==> src/rtl/dnsar_pkg.sv <==
// Package for the DNS A-record response parser.
// Holds the parse phase type, status codes, result struct and constants.
// No dependencies; dnsar_core and the top level import it.
package dnsar_pkg;

  // Parse phase of the packet currently being received.
  typedef enum logic [2:0] {
    PH_HEADER,
    PH_QNAME,
    PH_QTAIL,
    PH_ANSWER,
    PH_RDATA,
    PH_FOUND,
    PH_ZERO,
    PH_BADREC
  } phase_t;

  typedef logic [2:0] status_t;

  // Result status codes.
  localparam status_t ST_OK         = 3'd0;
  localparam status_t ST_WRONG_PORT = 3'd1;
  localparam status_t ST_SHORT_HDR  = 3'd2;
  localparam status_t ST_ZERO_COUNT = 3'd3;
  localparam status_t ST_TRUNCATED  = 3'd4;
  localparam status_t ST_BAD_RECORD = 3'd5;

  // Byte positions that close each fixed-length section.
  localparam logic [3:0] HEADER_LAST = 4'd11;
  localparam logic [3:0] QTAIL_LAST  = 4'd3;
  localparam logic [3:0] ANSWER_LAST = 4'd11;
  localparam logic [3:0] RDATA_LAST  = 4'd3;

  // Reset value of the server port register.
  localparam logic [15:0] SERVER_PORT_RST = 16'd53;

  // One result transaction.
  typedef struct packed {
    logic        found;
    logic [31:0] address;
    status_t     status;
  } result_t;

endpackage

==> src/rtl/dnsar_in_if.sv <==
// Input channel of the DNS A-record parser: one payload byte per transaction.
// Plain valid/ready handshake; no dependencies.
interface dnsar_in_if;
  logic        valid;
  logic        ready;
  logic [7:0]  data_byte;
  logic [15:0] source_port;
  logic        last;

  modport source (output valid, data_byte, source_port, last, input ready);
  modport sink   (input valid, data_byte, source_port, last, output ready);
endinterface

==> src/rtl/dnsar_out_if.sv <==
// Result channel of the DNS A-record parser: one transaction per packet.
// Plain valid/ready handshake; no dependencies.
interface dnsar_out_if;
  logic        valid;
  logic        ready;
  logic        found;
  logic [31:0] address;
  logic [2:0]  status;

  modport source (output valid, found, address, status, input ready);
  modport sink   (input valid, found, address, status, output ready);
endinterface

==> src/rtl/dnsar_cfg_if.sv <==
// Configuration write channel of the DNS A-record parser.
// Carries the server port register value; no dependencies.
interface dnsar_cfg_if;
  logic        valid;
  logic        ready;
  logic [15:0] server_port;

  modport source (output valid, server_port, input ready);
  modport sink   (input valid, server_port, output ready);
endinterface

==> src/rtl/dnsar_core.sv <==
// Parse state machine of the DNS A-record parser: one byte per cycle while step is high.
// Depends on dnsar_pkg; produces the result of a packet on its final byte.
module dnsar_core (
  input  logic              clk,
  input  logic              rst_n,
  input  logic              step,
  input  logic [7:0]        data_byte,
  input  logic [15:0]       source_port,
  input  logic              last,
  input  logic [15:0]       server_port,
  output dnsar_pkg::result_t res
);
  import dnsar_pkg::*;

  phase_t      phase_r, phase_upd, phase_nxt;
  logic [3:0]  idx_r, idx_upd, idx_nxt;
  logic [15:0] qcount_r, qcount_upd, qcount_nxt;
  logic [15:0] acount_r, acount_upd, acount_nxt;
  logic [15:0] qleft_r, qleft_upd, qleft_nxt;
  logic        fields_ok_r, fields_ok_upd, fields_ok_nxt;
  logic [31:0] addr_r, addr_upd, addr_nxt;
  logic        mismatch;
  logic        ok_now;

  // Fixed answer bytes that must hold a given value: type, class, rdlength.
  always_comb begin
    case (idx_r)
      4'd2, 4'd4, 4'd10: mismatch = (data_byte != 8'd0);
      4'd3, 4'd5:        mismatch = (data_byte != 8'd1);
      4'd11:             mismatch = (data_byte != 8'd4);
      default:           mismatch = 1'b0;
    endcase
  end

  assign ok_now = fields_ok_r & ~mismatch;

  // Next state for the current byte, before rearming at packet end.
  always_comb begin
    phase_upd     = phase_r;
    idx_upd       = idx_r;
    qcount_upd    = qcount_r;
    acount_upd    = acount_r;
    qleft_upd     = qleft_r;
    fields_ok_upd = fields_ok_r;
    addr_upd      = addr_r;
    case (phase_r)
      PH_HEADER: begin
        case (idx_r)
          4'd4:    qcount_upd = {data_byte, 8'h00};
          4'd5:    qcount_upd = {qcount_r[15:8], data_byte};
          4'd6:    acount_upd = {data_byte, 8'h00};
          4'd7:    acount_upd = {acount_r[15:8], data_byte};
          default: ;
        endcase
        if (idx_r == HEADER_LAST) begin
          phase_upd = (qcount_r == 16'd0 || acount_r == 16'd0) ? PH_ZERO : PH_QNAME;
          qleft_upd = qcount_r;
          idx_upd   = 4'd0;
        end else begin
          idx_upd = idx_r + 4'd1;
        end
      end
      PH_QNAME: begin
        if (data_byte == 8'd0) begin
          phase_upd = PH_QTAIL;
          idx_upd   = 4'd0;
        end
      end
      PH_QTAIL: begin
        if (idx_r == QTAIL_LAST) begin
          qleft_upd = qleft_r - 16'd1;
          idx_upd   = 4'd0;
          phase_upd = (qleft_r != 16'd1) ? PH_QNAME : PH_ANSWER;
        end else begin
          idx_upd = idx_r + 4'd1;
        end
      end
      PH_ANSWER: begin
        fields_ok_upd = ok_now;
        if (idx_r == ANSWER_LAST) begin
          phase_upd = ok_now ? PH_RDATA : PH_BADREC;
          idx_upd   = 4'd0;
        end else begin
          idx_upd = idx_r + 4'd1;
        end
      end
      PH_RDATA: begin
        addr_upd[idx_r[1:0]*8 +: 8] = addr_r[idx_r[1:0]*8 +: 8] | data_byte;
        if (idx_r == RDATA_LAST) begin
          phase_upd = PH_FOUND;
          idx_upd   = 4'd0;
        end else begin
          idx_upd = idx_r + 4'd1;
        end
      end
      default: ;
    endcase
  end

  // The final byte of a packet rearms the parser for the next one.
  always_comb begin
    if (last) begin
      phase_nxt     = PH_HEADER;
      idx_nxt       = 4'd0;
      qcount_nxt    = 16'd0;
      acount_nxt    = 16'd0;
      qleft_nxt     = 16'd0;
      fields_ok_nxt = 1'b1;
      addr_nxt      = 32'd0;
    end else begin
      phase_nxt     = phase_upd;
      idx_nxt       = idx_upd;
      qcount_nxt    = qcount_upd;
      acount_nxt    = acount_upd;
      qleft_nxt     = qleft_upd;
      fields_ok_nxt = fields_ok_upd;
      addr_nxt      = addr_upd;
    end
  end

  // Result of the packet, judged on the state after its final byte.
  always_comb begin
    res.found   = 1'b0;
    res.address = 32'd0;
    if (source_port != server_port) begin
      res.status = ST_WRONG_PORT;
    end else begin
      case (phase_upd)
        PH_HEADER: res.status = ST_SHORT_HDR;
        PH_ZERO:   res.status = ST_ZERO_COUNT;
        PH_BADREC: res.status = ST_BAD_RECORD;
        PH_FOUND: begin
          res.status  = ST_OK;
          res.found   = 1'b1;
          res.address = addr_upd;
        end
        default:   res.status = ST_TRUNCATED;
      endcase
    end
  end

  // Parse state registers advance on every accepted byte.
  always_ff @(posedge clk) begin
    if (!rst_n) begin
      phase_r     <= PH_HEADER;
      idx_r       <= 4'd0;
      qcount_r    <= 16'd0;
      acount_r    <= 16'd0;
      qleft_r     <= 16'd0;
      fields_ok_r <= 1'b1;
      addr_r      <= 32'd0;
    end else if (step) begin
      phase_r     <= phase_nxt;
      idx_r       <= idx_nxt;
      qcount_r    <= qcount_nxt;
      acount_r    <= acount_nxt;
      qleft_r     <= qleft_nxt;
      fields_ok_r <= fields_ok_nxt;
      addr_r      <= addr_nxt;
    end
  end

endmodule

==> src/rtl/dns_a_record_response_parser.sv <==
// DNS A-record response parser, top level. Takes one payload byte per cycle.
// The result of a packet is registered into the output register, or into the skid entry while that is held.
// Throughput: one byte per cycle; a result register plus one skid entry decouple
// the output, so input stalls only when both hold undelivered results.
// Reset (synchronous, rst_n low) rearms the parser, empties the output and sets
// server_port to 53. Depends on dnsar_pkg, the channel interfaces and dnsar_core.
module dns_a_record_response_parser (
  input  logic         clk,
  input  logic         rst_n,
  dnsar_in_if.sink     in_ch,
  dnsar_out_if.source  out_ch,
  dnsar_cfg_if.sink    cfg_ch
);
  import dnsar_pkg::*;

  logic [15:0] server_port_r;
  result_t     res;
  result_t     out_res_r, out_res_nxt;
  result_t     skid_res_r, skid_res_nxt;
  logic        out_valid_r, out_valid_nxt;
  logic        skid_valid_r, skid_valid_nxt;
  logic        in_acc;
  logic        push;
  logic        pop;

  // Configuration transactions are always taken.
  assign cfg_ch.ready = 1'b1;

  always_ff @(posedge clk) begin
    if (!rst_n) begin
      server_port_r <= SERVER_PORT_RST;
    end else if (cfg_ch.valid) begin
      server_port_r <= cfg_ch.server_port;
    end
  end

  // Input is held off only when the skid entry is occupied.
  assign in_ch.ready = ~skid_valid_r;
  assign in_acc      = in_ch.valid & in_ch.ready;
  assign push        = in_acc & in_ch.last;
  assign pop         = out_valid_r & out_ch.ready;

  dnsar_core u_core (
    .clk         (clk),
    .rst_n       (rst_n),
    .step        (in_acc),
    .data_byte   (in_ch.data_byte),
    .source_port (in_ch.source_port),
    .last        (in_ch.last),
    .server_port (server_port_r),
    .res         (res)
  );

  // Output register with one skid entry behind it.
  always_comb begin
    out_valid_nxt  = out_valid_r;
    out_res_nxt    = out_res_r;
    skid_valid_nxt = skid_valid_r;
    skid_res_nxt   = skid_res_r;
    if (!out_valid_r || pop) begin
      if (skid_valid_r) begin
        out_valid_nxt  = 1'b1;
        out_res_nxt    = skid_res_r;
        skid_valid_nxt = push;
        skid_res_nxt   = res;
      end else begin
        out_valid_nxt = push;
        out_res_nxt   = res;
      end
    end else if (push) begin
      skid_valid_nxt = 1'b1;
      skid_res_nxt   = res;
    end
  end

  always_ff @(posedge clk) begin
    if (!rst_n) begin
      out_valid_r  <= 1'b0;
      skid_valid_r <= 1'b0;
    end else begin
      out_valid_r  <= out_valid_nxt;
      skid_valid_r <= skid_valid_nxt;
    end
  end

  always_ff @(posedge clk) begin
    out_res_r  <= out_res_nxt;
    skid_res_r <= skid_res_nxt;
  end

  assign out_ch.valid   = out_valid_r;
  assign out_ch.found   = out_res_r.found;
  assign out_ch.address = out_res_r.address;
  assign out_ch.status  = out_res_r.status;

`ifndef SYNTHESIS
  // The skid entry is only ever filled behind a full output register.
  a_skid_behind_out: assert property (@(posedge clk) disable iff (!rst_n)
    skid_valid_r |-> out_valid_r)
    else $error("skid entry valid while output register empty");

  // Found is set exactly for the ok status.
  a_found_ok: assert property (@(posedge clk) disable iff (!rst_n)
    out_valid_r |-> (out_res_r.found == (out_res_r.status == ST_OK)))
    else $error("found flag disagrees with status");

  // A failed parse reports a zero address.
  a_addr_zero: assert property (@(posedge clk) disable iff (!rst_n)
    (out_valid_r && !out_res_r.found) |-> (out_res_r.address == 32'd0))
    else $error("nonzero address without found");

  // A result that is waiting and a new final byte both land somewhere.
  a_no_loss: assert property (@(posedge clk) disable iff (!rst_n)
    (out_valid_r && !out_ch.ready && push) |=> skid_valid_r)
    else $error("result dropped while output stalled");
`endif

endmodule
==> src/flat_wrapper.sv <==
// flat-port wrapper written by rule: the top's interface ports become plain ports
module dns_a_record_response_parser_flat import dnsar_pkg::*;
  (clk, rst_n, in_ch_valid, in_ch_data_byte, in_ch_source_port, in_ch_last, in_ch_ready, out_ch_valid, out_ch_found, out_ch_address, out_ch_status, out_ch_ready, cfg_ch_valid, cfg_ch_server_port, cfg_ch_ready);
  dnsar_in_if in_ch_i ();
  dnsar_out_if out_ch_i ();
  dnsar_cfg_if cfg_ch_i ();
  input  logic clk;
  input  logic rst_n;
  input wire logic [$bits(in_ch_i.valid)-1:0] in_ch_valid;
  input wire logic [$bits(in_ch_i.data_byte)-1:0] in_ch_data_byte;
  input wire logic [$bits(in_ch_i.source_port)-1:0] in_ch_source_port;
  input wire logic [$bits(in_ch_i.last)-1:0] in_ch_last;
  output wire logic [$bits(in_ch_i.ready)-1:0] in_ch_ready;
  output wire logic [$bits(out_ch_i.valid)-1:0] out_ch_valid;
  output wire logic [$bits(out_ch_i.found)-1:0] out_ch_found;
  output wire logic [$bits(out_ch_i.address)-1:0] out_ch_address;
  output wire logic [$bits(out_ch_i.status)-1:0] out_ch_status;
  input wire logic [$bits(out_ch_i.ready)-1:0] out_ch_ready;
  input wire logic [$bits(cfg_ch_i.valid)-1:0] cfg_ch_valid;
  input wire logic [$bits(cfg_ch_i.server_port)-1:0] cfg_ch_server_port;
  output wire logic [$bits(cfg_ch_i.ready)-1:0] cfg_ch_ready;
  assign in_ch_i.valid = in_ch_valid;
  assign in_ch_i.data_byte = in_ch_data_byte;
  assign in_ch_i.source_port = in_ch_source_port;
  assign in_ch_i.last = in_ch_last;
  assign in_ch_ready = in_ch_i.ready;
  assign out_ch_valid = out_ch_i.valid;
  assign out_ch_found = out_ch_i.found;
  assign out_ch_address = out_ch_i.address;
  assign out_ch_status = out_ch_i.status;
  assign out_ch_i.ready = out_ch_ready;
  assign cfg_ch_i.valid = cfg_ch_valid;
  assign cfg_ch_i.server_port = cfg_ch_server_port;
  assign cfg_ch_ready = cfg_ch_i.ready;
  dns_a_record_response_parser u_core (.clk(clk), .rst_n(rst_n), .in_ch(in_ch_i), .out_ch(out_ch_i), .cfg_ch(cfg_ch_i));
endmodule
==> config.mk <==
export PLATFORM = sky130hd
export DESIGN_NAME = dns_a_record_response_parser_flat
export DESIGN_NICKNAME = d
export VERILOG_FILES = /design/src/rtl/dnsar_pkg.sv /design/src/rtl/dnsar_in_if.sv /design/src/rtl/dnsar_out_if.sv /design/src/rtl/dnsar_cfg_if.sv /design/src/rtl/dnsar_core.sv /design/src/rtl/dns_a_record_response_parser.sv /design/src/flat_wrapper.sv
export SDC_FILE = /design/constraint.sdc
export NUM_CORES = 1
export LEC_CHECK = 0
export BUFFER_PORTS_ARGS = -buffer_cell sky130_fd_sc_hd__buf_2
export CORE_MARGIN = 3
export CORE_UTILIZATION = 35
export CTS_BUF_LIST = sky130_fd_sc_hd__clkbuf_2 sky130_fd_sc_hd__clkbuf_4 sky130_fd_sc_hd__clkbuf_8
export DETAILED_ROUTE_END_ITERATION = 7
export HOLD_SLACK_MARGIN = 0.02
export SYNTH_ARGS = -nofsm -noshare
export SYNTH_HDL_FRONTEND = slang
export SYNTH_SLANG_ARGS = --single-unit
==> constraint.sdc <==
create_clock -name clk -period 10.9 [get_ports clk]
set_input_delay 2.18 -clock clk [delete_from_list [all_inputs] [get_ports clk]]
set_output_delay 2.18 -clock clk [all_outputs]
set_load 0.03 [all_outputs]
==> results by stage <==
Outcome:
- The flow ran to the end, and the final reports show no timing, DRC or antenna violations.

Yosys:
- Counting flops with an async set or reset pin after synthesis yields a share of 0%.
- The post-synthesis average cell area is 10.1 um2.
- The top cell type by area accounts for 24.7% of the synthesized area.
- After technology mapping, the gate count stands at 867.
- The dominant cell type by area after synthesis is edfxtp_1.
- The sequential cell area fraction in the yosys report is 49.0%.
- The number of distinct library cell variants in the gate-level netlist after synthesis is 64.
- By area the synthesized netlist is led by edfxtp_1, dfxtp_1, a22oi_1.
- The main flop type after synthesis is dfxtp_1.
- Counting every net in the synthesized netlist gives 923.
- The synthesis-stage register bit count is approximately 180.
- Yosys mapped a number of flops with a built-in enable equal to 72.
- The count of synthesis-stage warnings from yosys is 0.
- The post-synthesis instance area is 8740 um2.

Floorplanning:
- The overall die area is 26,900 um2.
- In this run the horizontal extent of the chip is about 160 um.
- The number of standard-cell rows in the floorplan is 57.
- The number of top-level pins is 85.
- After floorplanning, the core was sized to cover 24,500 um2.
- The die height is 164 um.
- The starting utilization of the core area is 35.7%.

Power and ir drop:
- The combinational share of power is under 10%.
- The peak ir drop on the vdd network is 0.0703 mV.
- For this design the ratio of total power to cell area is 128 nW/um2.
- Summed over all nets, the switching power comes to 0.341 mW.
- The internal power is roughly 0.91 mW.
- The fraction of power consumed by sequential logic is 57.0%.
- The clock network power share is 35.1%.
- The switching portion of total power is a little over a quarter.
- The analysis attributes to cell leakage a power of 3.38 nW.

Finish:
- The combined flip-flop and latch cell area is 4290 um2.
- In the final layout, the multi-input gates occupy between 4000 and 5000 um2.
- The post-route netlist has a little under a fifth of its cells at a drive strength greater than 1.
- The area growth from synthesis to layout is 11.2%.
- The layout net count is between 900 and 1,000.
- After filler insertion, the fill cell instance count of the layout stands at about 2,400.
- The final antenna diode count is 0.

Global route:
- The first-pass GRT wire length is 34,300 um.
- The number of antenna violations at the first check in global routing is 0.
- Entering global routing, the biggest net connects between 100 and 150 pins.
- The number of global-route vias before repair came to 6,134.
- For this run, the total global-route usage over all layers was measured as 16.2%.
- For this run the aggregate overflow at the end of global routing stands at 0.

Place:
- The estimated wirelength of the detail-placed design is 14,800 um.
- The total of buffers placed on input and output ports is 83.
- The post-placement setup slack is 6070 ps.
- At the end of routability-driven placement, the weighted congestion stood at 0.851.

Worst setup path:
- STA classifies the critical path endpoint as a register.
- The number of cells on the worst reg-to-reg path is 7.
- The register-to-register path setup slack is 6960 ps.
- The longest individual stage delay on the worst path is 890 ps.
- The startpoint identified for the worst register-to-register timing path is u_core.u_core.idx_r[0].
- The critical path is of the primary input to register type.
- The sum of buffers and inverters on the critical path is 2.
- The worst setup path is launched from a primary input.
- Walking the worst path, the cells encountered are buf_2, inv_2, or4_4, o21ai_2, a41oi_2, or4b_4, o31ai_1.
- The arrival time of data at the critical path endpoint is between 4000 and 5000 ps.
- The worst register-to-register path ends at u_core.out_ch.address[24].
- Among cell families on the critical path, the largest total delay comes from simple AND/OR/NAND/NOR gates.
- The cell with the largest stage delay on the worst path is or4b_4.
- Of all nets on the critical path, the largest fanout is 66.
- The critical path data required time is about 11,000 ps.

Route:
- After detailed routing, the number of remaining DRC violations is 0.
- The count of nets left with antenna violations once routing finished came out at 0.
- The final routed wirelength across all metal layers is approximately 22,000 um.
- Detailed routing inserted a total of roughly 6,700 vias.
- The detailed router finished its first iteration with 568 violations.
- The first detailed-routing pass ran for 5 iterations.
- The average via count per standard cell is 5.37.
- After detailed routing, the average wire length per cell comes to 17.3 um.

Clock network:
- After clock tree synthesis, the flow added hold-fix buffers numbering 0.
- The deepest level of the CTS H-tree is 4.
- The root buffer cell is clkbuf_8.
- The deepest clock path buffer count is 2.
- The number of sinks on the clock net is ~180.
- The post-CTS repair timing setup buffer count is 0.
- The clock input transition at the sequential cells of the worst setup and hold paths is 100 ps.
- Once the clock tree was built, the resizer swapped 0 gates to a different size.
- The later pin in the worst-skew pair is clocked with a latency of 480 ps.
- The number of buffers inserted during clock tree synthesis is 17.
- TritonCTS built the clock tree.

STA:
- The final period demand of the worst path is between 4000 and 5000 ps.
- The worst max-slew margin expressed relative to the limit is 24.6%.
- For the pin with the worst max-slew slack, the measured transition is between 1000 and 1500 ps.
- The clock arrives with 19.2 ps of skew.
- In the finished design, the share of the clock period the worst path needs comes to roughly two fifths.
- Setup repair after global routing left no endpoint under its margin.
- The maximum operating frequency is 230 MHz.
- The total negative slack for setup checks is 0 ps.
- The count of endpoints failing hold in the final timing report is 0.
- Setup violations remaining at the end of the flow were counted as 0.
- The final count of pins violating max slew was 0.
- The worst setup margin is 6560 ps.

Hold path:
- The startpoint of the lowest-slack hold path is u_core.u_core.acount_r[2].
- The sink of the worst hold path is u_core.u_core.acount_r[2].
- The path class of the lowest-slack min-delay path is register to register.
- The worst hold path was traced through 2 stages.

Run:
- Max-cap violations in this run came to 0.
-- tightest hold or removal path, cell delays in order (launching register included) --
cell and delay (ps):
dfxtp_1 320, nand2_1 50, a21boi_0 60
-- cell usage in the layout, fill, tap and decap left out, types with 6 or more instances in the layout --
master and count:
a21oi_1 10, inv_1 11, mux4_2 8, o31ai_1 30, edfxtp_1 72, buf_2 83
nor2b_1 77, xor2_1 18, o31ai_2 6, a21o_1 8, o21ai_0 17, nor4_1 15
or2_2 11, nand3_1 31, a21boi_0 18, xnor2_1 6, nand2_1 92, clkbuf_8 17
nor3_1 8, a22oi_1 80, nor2_1 52, o211ai_1 12, and2_1 8, ha_1 10
dfxtp_1 105, buf_4 6, mux2i_1 31
-- final cells by class --
| cell class | count | share of cell area, % |
|---|---|---|
| clock buffers | 18 | 2.48 |
| repair buffers | 89 | 4.73 |
| flip-flops and latches | 178 | 44.1 |
| multi-input cells | 614 | 42.8 |
| clock inverters | 14 | 1.30 |
| inverters | 12 | 0.463 |
| well taps | 324 | 4.17 |
-- metal layers --
layer,vias to the layer above,part of all wire [%],GRT usage (%)
li1,3265,-,-
met1,3209,49,24.0
met2,205,43,22.9
met3,28,6.6,3.78
met4,0,1.7,5.61
met5,-,0,0
-- worst max path at each step --
stage / from / endpoint / slack [ps] / depth (start not counted)
2_1_floorplan: out_ch_ready / u_core.skid_res_r[0] / 4610 / 2
3_3_place_gp: in_ch_data_byte[2] / u_core.out_ch.address[24] / 6160 / 7
3_5_place_dp: in_ch_data_byte[2] / u_core.out_ch.address[24] / 6070 / 7
4_1_cts: in_ch_data_byte[2] / u_core.out_ch.address[24] / 6590 / 7
5_1_grt: in_ch_data_byte[2] / u_core.out_ch.address[2] / 6420 / 7
6_report: in_ch_data_byte[2] / u_core.out_ch.address[24] / 6560 / 7
-- logic make-up (layout without fill, tap and decap cells) --
logic type	after synthesis	count (layout)	synth area share, %
AND/OR/NAND/NOR	328	328	19.7
AO/OA/AOI/OAI	209	209	17.8
flip-flops	178	178	49.0
buffers and inverters	75	133	3.62
multiplexers	42	42	6.00
XOR/XNOR	24	24	2.40
adder cells (fa/ha/maj)	10	10	1.43
other	1	1	0.0429
-- synthesized netlist by cell type, drive strengths merged (3+ instances only) --
master,count
dfxtp,106
nand2,92
a22oi,80
nor2b,77
edfxtp,72
nor2,53
clkbuf,49
o31ai,36
mux2i,31
nand3,31
o21ai,22
a21boi,18
xor2,18
nor4,17
buf,14
inv,12
o211ai,12
or2,11
a21oi,10
ha,10
a21o,8
and2,8
mux4,8
nor3,8
xnor2,6
a31oi,5
nand4,5
nand2b,4
nor3b,4
nor4b,4
a31o,3
and3,3
and4,3
mux2,3
-- power groups by stage --
stage                     Combinational [mW]  Clock (mW)  Sequential, mW
after floorplan                       0.0569           0           0.736
after global placement                0.0985           0           0.727
after detailed placement              0.0992           0           0.727
after CTS                             0.0993       0.448           0.712
after global routing                   0.108       0.472           0.714
final                                 0.0987       0.438           0.712
-- registers in the layout, indices dropped and copies added (netlist names) --
register	flops
u_core.u_core.idx_r	4
u_core.u_core.qcount_r	16
u_core.u_core.addr_r	32
u_core.out_ch.status	3
u_core.out_ch.valid	1
u_core.skid_res_r	36
u_core.out_ch.address	32
u_core.server_port_r	16
u_core.out_ch.found	1
u_core.u_core.phase_r	3
u_core.u_core.fields_ok_r	1
u_core.u_core.acount_r	16
u_core.skid_valid_r	1
u_core.u_core.qleft_r	16
-- per-stage QoR --
step | instance area [um2] | std cells | utilization [%] | total power [mW] | hold WS [ps]
after global routing | 9720 | 1249 | 39.8 | 1.29 | 492
after CTS | 9720 | 1249 | 39.8 | 1.26 | 472
after floorplan | 8740 | 867 | - | 0.793 | 426
after detailed placement | 9360 | 1217 | 38.2 | 0.826 | 459
final | 9720 | 1249 | 39.8 | 1.25 | 468
after global placement | 9360 | 1217 | 38.2 | 0.826 | 447
Power figures use the tool's default switching activity.
